**src/hw/rtl/yhw_pkg.sv**
```systemverilog
`default_nettype none
package yhw_pkg;

  localparam int OP_W       = 2;
  localparam int PLANE_W    = 2;
  localparam int INDEX_W    = 12;
  localparam int POS_W      = 28;
  localparam int SAMPLE_W   = 8;
  localparam int SRC_W_W    = 13;
  // table address before the wrap, room for 2j+1 of the largest column
  localparam int TADDR_W    = INDEX_W + 1;

  // result queue depth and its fill count width
  localparam int OUT_DEPTH  = 8;
  localparam int OUT_CW     = $clog2(OUT_DEPTH + 1);

  localparam logic [OP_W-1:0] OP_TABLE_LOAD  = 2'd0;
  localparam logic [OP_W-1:0] OP_SAMPLE_LOAD = 2'd1;
  localparam logic [OP_W-1:0] OP_COMPUTE     = 2'd2;

  localparam logic [PLANE_W-1:0] PLANE_Y    = 2'd0;
  localparam logic [PLANE_W-1:0] PLANE_U    = 2'd1;
  localparam logic [PLANE_W-1:0] PLANE_V    = 2'd2;
  localparam logic [PLANE_W-1:0] PLANE_NONE = 2'd3;

  typedef struct packed {
    logic [OP_W-1:0]     operation;
    logic [PLANE_W-1:0]  plane;
    logic [INDEX_W-1:0]  index;
    logic [POS_W-1:0]    position;
    logic [SAMPLE_W-1:0] sample;
  } in_item_t;

  typedef struct packed {
    logic [PLANE_W-1:0]  out_plane;
    logic [INDEX_W-1:0]  out_column;
    logic [SAMPLE_W-1:0] out_value;
  } out_item_t;

  typedef enum logic [1:0] {
    CMD_TABLE_WR,
    CMD_LINE_WR,
    CMD_COMPUTE
  } cmd_kind_t;

  typedef struct packed {
    cmd_kind_t           kind;
    logic [PLANE_W-1:0]  plane;
    logic [INDEX_W-1:0]  index;
    logic [TADDR_W-1:0]  taddr;
    logic [POS_W-1:0]    position;
    logic [SAMPLE_W-1:0] sample;
  } cmd_t;

endpackage
`default_nettype wire

```
**src/hw/rtl/yhw_front.sv**
```systemverilog
`default_nettype none
module yhw_front #(
  parameter int MAX_SOURCE_WIDTH = 4096,
  parameter int MAX_TARGET_WIDTH = 4096
) (
  input  yhw_pkg::in_item_t item,
  output yhw_pkg::cmd_t     cmd,
  output logic              keep
);
  import yhw_pkg::*;

  localparam int CHROMA_DEPTH = MAX_SOURCE_WIDTH / 2;

  // drop items with no effect, turn the rest into back-end commands
  always_comb begin
    cmd.kind     = CMD_COMPUTE;
    cmd.plane    = item.plane;
    cmd.index    = item.index;
    cmd.position = item.position;
    cmd.sample   = item.sample;
    cmd.taddr    = {1'b0, item.index};
    keep         = 1'b0;
    case (item.operation)
      OP_TABLE_LOAD: begin
        cmd.kind = CMD_TABLE_WR;
        keep     = int'(item.index) < MAX_TARGET_WIDTH;
      end
      OP_SAMPLE_LOAD: begin
        cmd.kind = CMD_LINE_WR;
        case (item.plane)
          PLANE_Y:          keep = int'(item.index) < MAX_SOURCE_WIDTH;
          PLANE_U, PLANE_V: keep = int'(item.index) < CHROMA_DEPTH;
          default:          keep = 1'b0;
        endcase
      end
      OP_COMPUTE: begin
        cmd.kind = CMD_COMPUTE;
        keep     = (item.plane != PLANE_NONE);
        // chroma column j reads entry 2j+1
        if (item.plane != PLANE_Y) begin
          cmd.taddr = {item.index, 1'b1};
        end
      end
      default: keep = 1'b0;
    endcase
  end

endmodule
`default_nettype wire

```
**config.mk**
```make
export PLATFORM = sky130hd
export DESIGN_NAME = yhw_front
export DESIGN_NICKNAME = d
export VERILOG_FILES = /design/src/hw/rtl/yhw_pkg.sv /design/src/hw/rtl/yhw_front.sv
export SDC_FILE = /design/constraint.sdc
export NUM_CORES = 1
export LEC_CHECK = 0
export BUFFER_PORTS_ARGS = -buffer_cell sky130_fd_sc_hd__buf_2
export CAP_MARGIN = 20
export CORE_UTILIZATION = 28
export DETAILED_ROUTE_END_ITERATION = 8
export PLACE_DENSITY = 0.86
export SLEW_MARGIN = 0
export SYNTH_ARGS = -nofsm -noshare
export SYNTH_HDL_FRONTEND = slang
export SYNTH_SLANG_ARGS = --single-unit
```
**constraint.sdc**
```tcl
create_clock -name vclk -period 1.5
set_input_delay 0.075 -clock vclk [all_inputs]
set_output_delay 0.075 -clock vclk [all_outputs]
set_load 0.01 [all_outputs]
```
# Word level (Yosys, flattened, before mapping)
# Cells that the tools add are included.
[op_classes] n_lt_le_gt_ge=1 eq_ne=5 muxes=5 reduce_logical=4
[op_table] op="13-bit two-way mux" n=2
[op_table] op="12-bit less-than comparator (second input constant)" n=1
[op_table] op="2-bit by 1-bit == test with 1-bit output (second input constant)" n=2
[op_table] op="2-bit == test (second input constant)" n=2
[op_table] op="2-bit logical NOT" n=2
[op_table] op="2-bit one-hot mux with 2 select lines" n=1
[op_table] op="1-bit one-hot mux with 3 select lines" n=1
[op_table] op="2-bit inequality test (second input constant)" n=1
[op_table] op="1-bit one-hot mux with 2 select lines" n=1
[op_table] op="2-bit nonzero test" n=1
[op_table] op="2-bit OR reduction" n=1
[word_totals] ff_bits=0 inputBits=52 output_inout_bits=66 elab_cells=15

# Longest topological paths before layout
[logic_depth] ltp_word=4 ltp_mapped=6 ltp_nobuf=5

# Worst setup path before layout
# No wires, ideal clock.
[synth_timing] path_type="in2out" startpoint="input port item[48] in the netlist's numbering" endpoint="output port cmd[38] in the netlist's numbering" arrival_ps=1096 required_time_ps=1425 slack_ps=329 path_stages=5 path_buffers=1 path_cell_list="inv_1 > ha_1 > nor3b_4 > buf_8 > mux2_4"
[synth_rtl] item="start: declaration" line_no="yhw_front.sv:6" text="input yhw_pkg::in_item_t item,"
[synth_rtl] item="end: declaration" line_no="yhw_front.sv:7" text="output yhw_pkg::cmd_t cmd,"

==> results by group <==
Status
  – Status: completed

Route
  – DRC Markers: 0
  – Via Count: 409
  – Post-Route WL: 1.13 mm
  – Initial DRC Count: 1
  – Drt pass-1 iters: 2
  – Post-DRT Antenna Nets: 0
  – Average wire per standard cell: 11.5 µm
  – Vias per cell: 4.17

Pwr
  – Logic pwr share: 100.0%
  – Switching Share: 46.9%
  – Net Sw Power: 81.0 µW
  – Int Power: 91.9 µW
  – Seq pwr share: 0%
  – Max VDD drop: between 0.09 and 0.1 mV
  – Pwr/cell area: 328 nW/µm²
  – Leak: 0.000310 µW
  – Final Power: between 150 and 200 µW
  – Clk pwr share: 0%

STA
  – F_max: 0.726 GHz
  – Max-slew violation count: 0
  – Final setup vio count: 0
  – Final hold vios: 0
  – Worst-margin pin slew: around 0.18 ns
  – Max transition margin: between 80% and 90%
  – Final setup TNS: 0 ns
  – RSZ-0062 raised after global routing: false
  – Clock period minus worst slack: 1.38 ns
  – Fraction of the cycle the final worst path needs: between 90% and 100%
  – Hold Slack: 0.150 ns

GRT
  – First-pass GRT wire length: 1.64 mm
  – Total global-route track usage: 8.08%
  – Grt ovf: 0
  – Initial antenna violation count: 0
  – Vias in the first global route: 358
  – Largest net degree at the start of global routing: 15

Finish
  – Seq cells: 0
  – N_diodes: 0
  – Final std cells w/o fill: just under 100
  – Share of cells above drive strength 1: slightly below 90%
  – Register area: 0 µm²
  – Clkbuf count: 0
  – Nets@finish: roughly 130
  – Area grow syn2layout: -17.9%
  – Fill cells: 230

Worst setup path
  – Worst path required time: 1.42 ns
  – Startpoint Class: input port
  – Buf/Inv on CP: 4
  – Cell at the slowest stage of the critical path: mux2_2
  – Crit Path Max Fanout: 14
  – Top delay family on crit path: buffers and inverters
  – Crit end category: primary output
  – Crit path kind: input port to primary output
  – Top cell by count, worst path: buf_2
  – Worst path cell trace: buf_2, inv_1, ha_1, nor3b_4, buf_12, mux2_2, buf_2
  – Arr. time, crit path: 1.30 ns
  – CP peak stage delay: approximately 0.34 ns

Synthesis
  – Most frequent cell after synthesis: buf_4
  – Synthesized net count: 130
  – Area leader, netlist: buf_4
  – Seq/Total Area, Yosys: 0%
  – Gate Count Post-Synth: 76
  – Synthesized area: 642 µm²
  – Yosys cell types: 16
  – Post-synth top area share: 58.5%
  – Synth warnings: 0
  – Syn avg cell area: 8.45 µm²
  – Synth top area cells: buf_4 58%, mux2_4 14%, mux2_2 7.0%
  – Top cells by count, synth: 50 x buf_4, 6 x mux2_4, 4 x mux2_2

Die
  – Die H: around 50 µm
  – Io pins: 118
  – Site row count: 16
  – Initial core utilization: between 30% and 40%
  – Total core area: 2060 µm²
  – Die width: 49.9 µm
  – Area of the die: 2490 µm²

Clock network
  – CTS resizes: 0
  – Post-CTS Repair Setup Buffers: 0
  – Hold-fix buffers, CTS: 0

Place
  – PortBufs: 46
  – GPL Wtd Cong: 0.653
  – Inst Count DP: 98

Min path
  – Min-delay worst type: input port to primary output

Flow run
  – Max cap viols: 0
==> final timing paths <==
check             slack [ns]  cells after the start  startpoint       to
setup / recovery        0.12                      7    item[48]  cmd[42]
hold / removal          0.15                      0    item[10]  cmd[10]
==> through the flow <==
step           instance area [µm²]  utilization (%)  setup slack, ns
2_1_floorplan                  642                -            0.329
3_3_place_gp                   527             25.5            0.122
6_report                       527             25.5            0.123
5_1_grt                        527             25.5           0.0513
4_1_cts                        527             25.5            0.111
3_5_place_dp                   527             25.5            0.118
==> power by group through the flow <==
stage                     Combinational [µW]  Sequential, µW  Clock, µW
after CTS                                175               0          0
final                                    173               0          0
after global placement                   172               0          0
after global routing                     187               0          0
after detailed placement                 175               0          0
after floorplan                          217               0          0
==> final cells by class <==
class                           instances  area [µm²]  area share (%)
Inverter                                3        11.3            2.14
Multi-Input combinational cell         21         231            43.9
Tap cell                               27        33.8            6.41
Timing Repair Buffer                   47         250            47.5
==> layout by cell type, fill, tap and decap left out, drive strengths merged <==
master | synthesis | final
a21o | 1 | 1
and2 | 1 | 1
or2 | 1 | 1
buf | 51 | 47
o31ai | 1 | 1
mux2 | 10 | 10
ha | 2 | 2
a21oi | 1 | 1
o21ai | 1 | 1
inv | 3 | 3
nand2 | 1 | 1
nor3b | 1 | 1
and2b | 1 | 1
==> cell families (layout without fill, tap and decap cells) <==
family                   after synthesis  count (layout)  share of synthesized area (%)
AO/OA/AOI/OAI                          4               4                           4.09
AND/OR/NAND/NOR                        5               5                           7.02
buffers and inverters                 55              50                           63.9
adder cells (fa/ha/maj)                2               2                           3.90
multiplexers                          10              10                           21.1
==> routing by layer <==
layer / routed length (µm) / part of all wire, % / vias up / global-route usage (%)
met5: 0 / 0 / - / 0
met4: 53 / 4.7 / 0 / 5.24
met3: 143 / 13 / 14 / 1.54
met2: 563 / 50 / 41 / 14.6
met1: 365 / 32 / 171 / 8.33
li1: - / - / 183 / -
Power figures use the tool's default switching activity.
