--- config.mk ---
export PLATFORM = sky130hd
export DESIGN_NAME = yhw_fifo
export DESIGN_NICKNAME = d
export VERILOG_FILES = /design/src/hw/rtl/yhw_fifo.sv
export SDC_FILE = /design/constraint.sdc
export NUM_CORES = 1
export LEC_CHECK = 0
export ABC_CLOCK_PERIOD_IN_PS = 2210
export BUFFER_PORTS_ARGS = -buffer_cell sky130_fd_sc_hd__buf_2
export CAP_MARGIN = 15
export CORE_MARGIN = 2
export CORE_UTILIZATION = 35
export CTS_CLUSTER_SIZE = 10
export DETAILED_ROUTE_END_ITERATION = 6
export PLACE_DENSITY_LB_ADDON = 0.08
export REMOVE_ABC_BUFFERS = 1
export SYNTH_ARGS = -nofsm -noshare
export SYNTH_HDL_FRONTEND = slang
export SYNTH_SLANG_ARGS = --single-unit
--- constraint.sdc ---
create_clock -name clk -period 2.21 [get_ports clk]
set_input_delay 0.1105 -clock clk [delete_from_list [all_inputs] [get_ports clk]]
set_output_delay 0.1105 -clock clk [all_outputs]
set_load 0.01 [all_outputs]
--- src/hw/rtl/yhw_fifo.sv ---
`default_nettype none
module yhw_fifo #(
  parameter type T = logic,
  parameter int DEPTH = 4
) (
  input  wire logic                         clk,
  input  wire logic                         rst,
  input  wire logic                         push,
  input  T                                  wdata,
  input  wire logic                         pop,
  output T                                  rdata,
  output logic                              empty,
  output logic                              full,
  output logic [$clog2(DEPTH+1)-1:0]        count
);

  // depth is a power of two so the pointers wrap on their own
  localparam int AW = (DEPTH > 1) ? $clog2(DEPTH) : 1;
  localparam int CW = $clog2(DEPTH + 1);

  T mem [DEPTH];
  logic [AW-1:0] wr_ptr;
  logic [AW-1:0] rd_ptr;
  logic          do_push;
  logic          do_pop;

  assign empty   = (count == '0);
  assign full    = (count == CW'(DEPTH));
  assign do_push = push && !full;
  assign do_pop  = pop && !empty;
  assign rdata   = mem[rd_ptr];

  always_ff @(posedge clk) begin
    if (rst) begin
      wr_ptr <= '0;
      rd_ptr <= '0;
      count  <= '0;
    end else begin
      if (do_push) begin
        wr_ptr <= wr_ptr + AW'(1);
      end
      if (do_pop) begin
        rd_ptr <= rd_ptr + AW'(1);
      end
      case ({do_push, do_pop})
        2'b10:   count <= count + CW'(1);
        2'b01:   count <= count - CW'(1);
        default: count <= count;
      endcase
    end
  end

  always_ff @(posedge clk) begin
    if (do_push) begin
      mem[wr_ptr] <= wdata;
    end
  end

endmodule
`default_nettype wire

# --- Word level (Yosys, flattened, before mapping) ---
# Memory sizes are Yosys's and may differ from the RTL's. A register that Yosys moved wholly into a read port is not among the register bits.
# Cells that the tools add are included.
word_totals:
  in_bits: 5
  elab_cells: 22
  n_memories: 1
  register_bits: 7
  mem_bits_rw: 4
mem_list:
  columns: ["memory", "depth", "word_bits", "rd", "rd_clocked_by_memory_dff", "wr", "line", "text"]
  rows:
  - ["mem", 4, 1, 1, 1, 1, "21", "T mem [DEPTH];"]
op_classes:
  reduce_logical: 6
  addsub: 4
  n_mux: 5
  eq_ne: 3
ops:
  columns: ["operator", "count"]
  rows:
  - ["$pmux W3 S2", 1]
  - ["$add A2 B1 Y2 const B", 2]
  - ["$mux W2", 2]
  - ["$add A3 B1 Y3 const B", 1]
  - ["$eq A3 B3 Y1 const B", 1]
  - ["$logic_not A3 Y1", 1]
  - ["$sub A3 B1 Y3 const B", 1]
  - ["$eq A2 B1 Y1 const B", 1]
  - ["$eq A2 B2 Y1 const B", 1]
  - ["$logic_and A1 B1 Y1", 2]
  - ["$logic_not A1 Y1", 2]
  - ["$mux W1", 2]
  - ["$reduce_bool A2 Y1", 1]

# --- Longest topological paths before layout ---
# Gate-level depths: netlist (run 1).
depth:
  word_depth: 5
  depth_mapped: 9
  ltp_nobuf: 9

# --- Worst setup path after synthesis (run 1) ---
# OpenSTA, ideal clock, no wires.
synth_timing:
  kind: "register -> register"
  from: "register count[2]"
  to: "register count[2]"
  path_stages_with_launch: 10
  setup_time_ps: 70
  slack_ps: 17
  n_path_buf: 0
  t_arrival_ps: 2123
  path_cell_list: "dfxtp_1 nor3b_2 nor2_1 inv_1 ha_1 inv_1 fa_1 xor2_1 or3_1 a21oi_1"
synth_between:
  elab_chain_len: 5
synth_lines:
  columns: ["item", "line", "text"]
  rows:
  - ["from (decl)", "14", "output logic [$clog2(DEPTH+1)-1:0] count"]
  - ["from (signal assigned)", "46", "2'b10: count <= count + CW'(1);"]
  - ["from (signal assigned)", "47", "2'b01: count <= count - CW'(1);"]
  - ["from (signal assigned)", "48", "default: count <= count;"]
  - ["$eq A3 B3 Y1 *", "28", "assign full = (count == CW'(DEPTH));"]
  - ["via full", "13", "output logic full,"]
  - ["$logic_not A1 Y1 *", "29", "assign do_push = push && !full;"]
  - ["$logic_and A1 B1 Y1 *", "29", null]
  - ["$eq A2 B1 Y1 or $eq A2 B2 Y1 (tied branches)", "45", "case ({do_push, do_pop})"]
  - ["$pmux W3 S2 or $reduce_bool A2 Y1 (tied branches)", null, null]
# Mark *: on every way through the listed nets, which the timed path passes. The rest lies on a longest branch.
# A chain may end at the register's enable or synchronous reset.

# --- Final worst setup path (run 1) ---
layout_timing:
  from: "register count[0]"
  to: "register count[2]"
layout_between:
  elab_chain_len: 5
layout_lines:
  columns: ["item", "line"]
  rows:
  - ["$eq A3 B3 Y1 or $logic_not A3 Y1 (tied branches)", "28, 27"]
  - ["$logic_not A1 Y1 (on tied branches)", "29, 30"]
  - ["$logic_and A1 B1 Y1 (on tied branches)", "29, 30"]
  - ["$eq A2 B1 Y1 or $eq A2 B2 Y1 (tied branches)", "45"]
  - ["$pmux W3 S2 or $reduce_bool A2 Y1 (tied branches)", null]
# Several ways; a longest one is shown, not always the timed one.

==> results.json, run 1 <==
{
  "final_antenna_net_count": 0,
  "synth-compound-area-share_pct": 8.50,
  "grt_start_max_net_pins": 9,
  "dieHeight_microns": 46.0,
  "clk_pin_slew_ns": 0.08,
  "critPathRequiredTime_ns": 2.42,
  "placedCellCount": 88,
  "path_common_cell": "inv_1",
  "cts_buffer_depth": 2,
  "cts_made_buffers": 3,
  "ys_seq_area_share_pct": 48.6,
  "finalHoldWorstSlack_ns": 0.0656,
  "clock-sinks": 13,
  "worstPathCellList": "nor3b_4, nor2_1, inv_1, ha_1, inv_1, fa_1, xor2_1, or3_1, a21oi_1",
  "insertion_delay_ns": 0.27,
  "synth_area_sq_um": 618,
  "nNetsFinal": 87,
  "crit_path_end_kind": "flip-flop",
  "rows": 15,
  "vdd_ir_drop_max_v": 0.000503,
  "vias": 425,
  "hold_viol_final": 0,
  "cts_max_level": 1,
  "cts_root_buf": "clkbuf_4",
  "tritoncts": "yes",
  "max_slew_margin_pct": 74.6,
  "ios": 11,
  "max_clock_freq_ghz": 0.484,
  "skew_ns": 0.0102,
  "synthSimpleGateAreaFrac_pct": 16.2,
  "totalWireLength_microns": 940,
  "status": "completed",
  "postLayoutCellArea_sq_um": 741,
  "fp.dieW_microns": 46.0,
  "post_cts_buffers": 0,
  "yosys.area_share.xor_xnor_pct": 4.25,
  "cpPeakStageDelay_ns": 0.37,
  "ys_ff_latch": 13,
  "antenna_found_initial": 0,
  "diodes": 0,
  "layout_commonest_cell": "buf_2",
  "synth_warnings": 0,
  "synth_mux_area_share_pct": 3.64,
  "post_drt_via_cell_ratio": 4.62,
  "setup_slack_ns": 0.146,
  "worstPathArrival_ns": 2.27,
  "drtPass1Iterations": 1,
  "crit_slowest_cell": "fa_1",
  "slew_viol_final": 0,
  "wl_per_cell_microns": 10.2,
  "fin_tns_setup_ns": 0,
  "worstSetupPathType": "reg2reg",
  "drive_above_1_share_pct": 25.3,
  "grt_pass1_vias": 380,
  "crit_path_max_fanout": 6,
  "crit_path_start_kind": "flip-flop",
  "synth_fa_ha_area_share_pct": 13.4,
  "syn_avg_cell_area_sq_um": 10.5,
  "io_buffers": 10,
  "gr-total-overflow": 0,
  "pre_cts_ws_ns": 0.128,
  "hold_class": "in2reg",
  "synth_top_family_by_area": "simple AND/OR/NAND/NOR gates",
  "route.detailed.drc": 0,
  "rsz0062_at_grt": "false",
  "mostFrequentLayoutCells": "10 x buf_2, 9 x dfxtp_1, 8 x inv_1",
  "area_growth_pct": 19.8,
  "grt_use_total_pct": 10.7,
  "critPathTopFamily": "simple AND/OR/NAND/NOR gates",
  "period_minus_slack_ns": 2.06,
  "dr.first_iter.drc_count": 0,
  "netlist_instances": 59,
  "instances_no_fill": 92,
  "placed_cell_area_sq_um": 708,
  "dp_hpwl_microns": 747,
  "crit_buf_inv": 2,
  "leakage_nw": 0.323,
  "setup_viol": 0,
  "powerDensity_nw_per_um2": 1070,
  "core_area_sq_um": 1690,
  "fin_crit_sh_pct": 93.4,
  "grt_pass1_wl_microns": 1560,
  "die_area_sq_um": 2120,
  "worst_slew_pin_slew_ns": 0.378,
  "gp_congestion": 0.640,
  "start_util_pct": 36.6,
  "ys_types": 18,
  "cap_violations": 0
}
[per-layer routing]
layer	track usage, %	vias to the layer above	share of wire, %
li1	-	227	-
met1	13.6	191	50
met2	15.0	5	45
met3	6.35	2	4.4
met5	0	-	0
met4	3.43	0	1.1
[where the power goes]
group | switching, W | leakage, nW | internal, W
clock | 0.0000720 | 0.0150 | 0.0000698
sequential | 0.0000340 | 0.110 | 0.000300
combinational | 0.000166 | 0.198 | 0.000152
[through the flow]
step	power, W	utilization, %
floorplan	0.000540	-
global placement	0.000649	41.9
detailed placement	0.000651	41.9
CTS	0.000795	43.5
global route	0.000867	43.9
finish	0.000794	43.9
[cells by family (layout without fill, tap and decap cells)]
| kind of cell | count (synthesis) | after routing |
|---|---|---|
| flops | 13 | 13 |
| compound gates | 10 | 10 |
| simple gates | 17 | 17 |
| mux | 1 | 1 |
| fa+ha+maj | 6 | 6 |
| buf+inv | 9 | 25 |
| xor+xnor | 3 | 3 |
[synth_stat cells]
| library cell | number | area [sq um] |
|---|---|---|
| nor2_1 | 6 | 22.5 |
| mux4_2 | 1 | 22.5 |
| buf_1 | 1 | 3.75 |
| and2_1 | 4 | 25.0 |
| ha_1 | 5 | 62.6 |
| fa_1 | 1 | 20.0 |
| nand2_1 | 1 | 3.75 |
| o21ai_0 | 4 | 20.0 |
| nor3_2 | 1 | 10.0 |
| inv_1 | 8 | 30.0 |
| or3_1 | 3 | 18.8 |
| edfxtp_1 | 4 | 120 |
| dfxtp_1 | 9 | 180 |
| nor3b_2 | 1 | 12.5 |
| xor2_1 | 3 | 26.3 |
| o31ai_1 | 1 | 7.51 |
| nand3b_1 | 1 | 7.51 |
| a21oi_1 | 5 | 25.0 |
[timing repair]
item,4_1_cts,5_1_grt
hold buffers,0,0
gates resized for setup,0,1
endpoints found under the setup margin,0,1
[cell type report]
| type | instances | area, sq um |
|---|---|---|
| Timing Repair Buffer | 13 | 72.6 |
| Multi-Input combinational cell | 37 | 290 |
| Fill cell | 171 | 948 |
| Clock buffer | 4 | 26.3 |
| Inverter | 8 | 30.0 |
| Tap cell | 17 | 21.3 |
| Sequential cell | 13 | 300 |
[final timing paths]
check | start | endpoint | slack [ns] | cells after the start
hold reg to reg | rd_ptr[1]$_SDFFE_PP0P_ | rd_ptr[1]$_SDFFE_PP0P_ | 0.49 | 2
hold / removal | wdata | mem[2]$_DFFE_PP_ | 0.07 | 1
setup reg to reg | count[0]$_SDFFE_PP0P_ | count[2]$_SDFFE_PP0P_ | 0.15 | 9
setup / recovery | count[0]$_SDFFE_PP0P_ | count[2]$_SDFFE_PP0P_ | 0.15 | 9
No activity file was read; power rests on OpenSTA's default activity.
==> run 2, diff against run 1 <==
--- a/config.mk
+++ b/config.mk
@@ -12,7 +12,7 @@
 export CORE_UTILIZATION = 35
 export CTS_CLUSTER_SIZE = 10
 export DETAILED_ROUTE_END_ITERATION = 6
-export PLACE_DENSITY_LB_ADDON = 0.08
+export PLACE_DENSITY_LB_ADDON = 0.15
 export REMOVE_ABC_BUFFERS = 1
 export SYNTH_ARGS = -nofsm -noshare
 export SYNTH_HDL_FRONTEND = slang
==> run 2 against run 1 <==
  * Non-clock buffer count unchanged
  * Critical endpoint unchanged
  * Hold slack got worse by 0.0021 ns
  * Largest power group unchanged
  * Clock power is essentially flat
  * Via count stayed put
  * Wire length is 2.6% lower
==> results.json, run 2 (synthesis results as in run 1) <==
{
  "rows": 15,
  "hold_viol_final": 0,
  "grt_busiest_layer": "met2",
  "dieHeight_microns": 46.0,
  "post_cts_buffers": 0,
  "r2r_setup_slack_ns": 0.16,
  "totalWireLength_microns": 916,
  "mostFrequentLayoutCells": "10 x buf_2, 8 x inv_1, 8 x dfxtp_1",
  "grtUsageMet2_pct": 14.4,
  "drtPass1Iterations": 2,
  "nNetsFinal": 87,
  "cts_hold_buf": 0,
  "fin_crit_sh_pct": 92.7,
  "diodes": 0,
  "dp_hpwl_microns": 730,
  "switching_power_w": 0.000270,
  "worst_slew_pin_slew_ns": 0.328,
  "cts_made_buffers": 3,
  "powerDensity_nw_per_um2": 1060,
  "vdd_ir_drop_max_v": 0.000495,
  "setup_slack_ns": 0.162,
  "die_area_sq_um": 2120,
  "io_buffers": 10,
  "setup_viol": 0,
  "period_minus_slack_ns": 2.05,
  "cap_violations": 0,
  "instances_no_fill": 92,
  "combPwrFrac_pct": 40.1,
  "cts_root_buf": "clkbuf_4",
  "slew_viol_final": 0,
  "totalPowerFinal_w": 0.000793,
  "ios": 11,
  "crit_path_max_fanout": 6,
  "antenna_found_initial": 0,
  "fin_tns_setup_ns": 0,
  "clk_pin_slew_ns": 0.08,
  "clock-sinks": 13,
  "max_slew_margin_pct": 78.0,
  "grt_pass1_wl_microns": 1480,
  "final_antenna_net_count": 0,
  "grt_pass1_vias": 384,
  "dr.first_iter.drc_count": 4,
  "crit_path_end_kind": "flip-flop",
  "leakage_nw": 0.325,
  "cts_max_level": 1,
  "worstSetupPathType": "reg2reg",
  "layout_commonest_cell": "buf_2",
  "vias": 425,
  "max_clock_freq_ghz": 0.488,
  "p_sw_share_pct": 34.0,
  "status": "completed",
  "wl_per_cell_microns": 9.96,
  "rsz0062_at_grt": "false",
  "post_drt_via_cell_ratio": 4.62,
  "intPower_w": 0.000524,
  "placedCellCount": 88,
  "crit_path_start_kind": "flip-flop",
  "area_growth_pct": 21.3,
  "start_util_pct": 36.6,
  "skew_ns": 0.00464,
  "gr-total-overflow": 0,
  "insertion_delay_ns": 0.27,
  "grt_start_max_net_pins": 9,
  "hold_class": "in2reg",
  "critPathRequiredTime_ns": 2.41,
  "core_area_sq_um": 1690,
  "tritoncts": "yes",
  "global_route.usage.met3_pct": 6.35,
  "cts_buffer_depth": 2,
  "route.detailed.drc": 0,
  "met1_usage_pct": 12.4,
  "gp_congestion": 0.692,
  "pwr-share-seq_pct": 42.3,
  "p_clk_share_pct": 17.6,
  "fp.dieW_microns": 46.0,
  "pre_cts_ws_ns": 0.0984,
  "worstPathArrival_ns": 2.25,
  "grt_use_total_pct": 10.1,
  "drive_above_1_share_pct": 28.0
}
## run 2: layout make-up
class / count / area (sq um)
fillers: 177 / 940
flip-flops and latches: 13 / 302
multi-input cells: 37 / 298
repair buffers: 13 / 72.6
inverters: 8 / 30.0
clock buffers: 4 / 26.3
well taps: 17 / 21.3
## run 2: final timing paths
path / start / to / cells past startpoint
setup / recovery: count[0]$_SDFFE_PP0P_ / count[2]$_SDFFE_PP0P_ / 9
hold / removal: wdata / mem[2]$_DFFE_PP_ / 1
setup reg to reg: count[0]$_SDFFE_PP0P_ / count[2]$_SDFFE_PP0P_ / 9
hold reg to reg: rd_ptr[1]$_SDFFE_PP0P_ / rd_ptr[1]$_SDFFE_PP0P_ / 2
## run 2: what timing repair did
action	CTS	global route
endpoints found under the setup margin	0	1
endpoints found under the hold margin	0	0
resized for setup	0	4
## run 2: stage by stage
stage	area [sq um]	hold WS (ns)	util, %
6_report	749	0.0636	44.4
5_1_grt	749	0.0604	44.4
4_1_cts	734	0.0580	43.5
3_5_place_dp	708	0.341	41.9
3_3_place_gp	708	0.336	41.9
2_1_floorplan	614	0.180	-
## run 2: power groups by stage
stage	Clock (W)	Sequential [W]	Combinational [W]
detailed placement	0	0.000336	0.000309
finish	0.000140	0.000335	0.000318
global placement	0	0.000335	0.000310
CTS	0.000151	0.000330	0.000313
floorplan	0	0.000354	0.000186
global route	0.000159	0.000341	0.000366
## run 2: layer usage
layer  vias to the layer above  routed length (microns)
met4                         0                        9
li1                        228                        -
met1                       188                      427
met3                         2                       46
met5                         -                        0
met2                         7                      432
## run 2: critical path, cell delays in order (launching register included)
cell	delay (ns)
dfxtp_1	0.34
nor3b_4	0.32
nor2_4	0.07
inv_1	0.07
ha_1	0.17
inv_1	0.06
fa_1	0.37
xor2_1	0.15
or3_1	0.30
a21oi_1	0.13
==> run 3, diff against run 2 <==
--- a/config.mk
+++ b/config.mk
@@ -5,6 +5,7 @@
 export SDC_FILE = /design/constraint.sdc
 export NUM_CORES = 1
 export LEC_CHECK = 0
+export ABC_AREA = 1
 export ABC_CLOCK_PERIOD_IN_PS = 2210
 export BUFFER_PORTS_ARGS = -buffer_cell sky130_fd_sc_hd__buf_2
 export CAP_MARGIN = 15
==> run 3 against run 2 <==
  * Power grew 6.6%
  * Critical path depth grew 4
  * Sequential share of layout area shrank 1.1 points
  * Highest routed layer unchanged
  * Synthesized cell count rose by 37%
  * Clock skew down 0.0023 ns
  * Cell area increased by 2.3%
==> results.json, run 3 <==
{
  "grt_use_total_pct": 11.4,
  "setup_viol": 0,
  "grt_pass1_wl_microns": 1730,
  "dr.first_iter.drc_count": 15,
  "synthSimpleGateAreaFrac_pct": 22.8,
  "fin_tns_setup_ns": 0,
  "insertion_delay_ns": 0.27,
  "fp.dieW_microns": 47.4,
  "synth-compound-area-share_pct": 8.35,
  "totalWireLength_microns": 1060,
  "antenna_found_initial": 0,
  "totalPowerFinal_w": 0.000846,
  "nNetsFinal": 107,
  "cts_hold_buf": 0,
  "hold_viol_final": 0,
  "dp_hpwl_microns": 808,
  "skew_ns": 0.00238,
  "vias": 513,
  "synth.most_common_cell": "inv_1",
  "drive_above_1_share_pct": 18.9,
  "layout_commonest_cell": "inv_1",
  "crit_path_start_kind": "flip-flop",
  "dieHeight_microns": 47.4,
  "ys_types": 15,
  "synth_mux_area_share_pct": 0,
  "synth_top_family_by_area": "simple AND/OR/NAND/NOR gates",
  "yosys.area_share.xor_xnor_pct": 0,
  "multiInputGateArea_sq_um": 288,
  "rows": 15,
  "max_slew_margin_pct": 85.5,
  "synthFlopType": "dfxtp_1",
  "vdd_ir_drop_max_v": 0.000665,
  "powerDensity_nw_per_um2": 1100,
  "ys_async_sr_fraction_pct": 0,
  "regArea_sq_um": 300,
  "cts_made_buffers": 3,
  "gp_congestion": 0.721,
  "start_util_pct": 37.8,
  "tritoncts": "yes",
  "cts_max_level": 1,
  "fin_crit_sh_pct": 82.0,
  "synth_fa_ha_area_share_pct": 12.5,
  "cts_root_buf": "clkbuf_4",
  "gr-total-overflow": 0,
  "route.detailed.drc": 0,
  "worstSetupPathType": "reg2reg",
  "clock-sinks": 13,
  "status": "completed",
  "mostFrequentLayoutCells": "16 x inv_1, 14 x nor2_1, 11 x nand2_1",
  "instances_no_fill": 120,
  "area_growth_pct": 16.3,
  "post_drt_via_cell_ratio": 4.28,
  "ys_seq_area_share_pct": 45.5,
  "period_minus_slack_ns": 1.81,
  "slew_viol_final": 0,
  "wl_per_cell_microns": 8.82,
  "crit_path_end_kind": "flip-flop",
  "post_cts_buffers": 0,
  "cap_violations": 0,
  "grt_start_max_net_pins": 8,
  "ios": 11,
  "cts_resized": 0,
  "placedCellCount": 116,
  "io_buffers": 10,
  "worst_slew_pin_slew_ns": 0.218,
  "syn_avg_cell_area_sq_um": 8.14,
  "cts_buffer_depth": 2,
  "final_antenna_net_count": 0,
  "max_clock_freq_ghz": 0.552,
  "drtPass1Iterations": 4,
  "grt_pass1_vias": 438,
  "clk_pin_slew_ns": 0.08,
  "netlist_instances": 81,
  "crit_path_max_fanout": 5,
  "die_area_sq_um": 2250,
  "rsz0062_at_grt": "false",
  "yosys.area.top_type_share_pct": 27.3,
  "finalHoldWorstSlack_ns": 0.0533,
  "synth_warnings": 0,
  "yosys.area.top_type": "dfxtp_1",
  "ys_ff_latch": 13,
  "synth.area.top_cells": "dfxtp_1 27%, edfxtp_1 18%, ha_1 9.5%, inv_1 9.1%, nor2_1 8.0%",
  "critPathRequiredTime_ns": 2.38,
  "worstPathArrival_ns": 1.99,
  "leakage_nw": 0.382,
  "synth_commonest_cells": "16 x inv_1, 14 x nor2_1, 11 x nand2_1",
  "diodes": 0,
  "synth_edf_count": 4,
  "core_area_sq_um": 1750,
  "fillers": 193,
  "synth_area_sq_um": 659,
  "hold_class": "in2reg"
}
[run 3: cell count changes after synthesis, moves of 3 or more]
| cell | previous run | this run |
|---|---|---|
| and2_1 | 4 | 0 |
| inv_1 | 8 | 16 |
| inv_2 | 0 | 3 |
| nand2_1 | 1 | 11 |
| nand3_1 | 0 | 3 |
| nor2_1 | 6 | 14 |
| or3_1 | 3 | 0 |
| xor2_1 | 3 | 0 |
[run 3: worst paths after layout]
| check | to | slack, ns | from | cells past startpoint |
|---|---|---|---|---|
| max reg2reg | count[2]$_SDFFE_PP0P_ | 0.40 | count[2]$_SDFFE_PP0P_ | 13 |
| min reg2reg | rd_ptr[0]$_SDFFE_PP0P_ | 0.48 | rd_ptr[0]$_SDFFE_PP0P_ | 2 |
| max | count[2]$_SDFFE_PP0P_ | 0.40 | count[2]$_SDFFE_PP0P_ | 13 |
| min | mem[1]$_DFFE_PP_ | 0.05 | wdata | 1 |
[run 3: final cells by class]
type	instances	area share, %
multi-input cells	49	37.5
clock buffers	4	3.43
flip-flops and latches	13	39.2
repair buffers	10	6.53
well taps	25	4.08
inverters	19	9.30
[run 3: metrics by stage]
step	worst slack [ns]	util, %	area (sq um)
6_report	0.399	43.9	767
5_1_grt	0.204	43.9	767
4_1_cts	0.395	43.9	767
3_5_place_dp	0.414	42.4	741
3_3_place_gp	0.437	42.4	741
2_1_floorplan	0.466	-	659
[run 3: kinds of logic (layout without fill, tap and decap cells)]
family                   after synthesis  in the layout
adder cells (fa/ha/maj)                6              6
buffers and inverters                 19             33
AND/OR/NAND/NOR                       32             32
AO/OA/AOI/OAI                         11             11
flip-flops                            13             13
[run 3: layer usage]
metal,part of all wire (%),up-vias,global-route usage (%),wire [microns]
li1,-,279,-,-
met1,48,222,13.7,509
met2,46,10,17.8,488
met3,4.5,2,3.46,48
met4,1.1,0,6.67,12
met5,0,-,0,0
[run 3: worst max-delay path, stage by stage (launching register included)]
cell,delay [ns]
dfxtp_1,0.42
inv_2,0.06
nand3_2,0.11
inv_1,0.06
nor2_1,0.10
ha_1,0.18
inv_1,0.07
fa_1,0.38
inv_1,0.06
nand2_1,0.06
nand3_1,0.07
nand2_1,0.05
inv_1,0.05
nor2_1,0.04
[run 3: power by group]
part | internal [W] | switching [W]
sequential | 0.000302 | 0.0000416
combinational | 0.000132 | 0.000224
clock | 0.0000698 | 0.0000776
total | 0.000503 | 0.000343
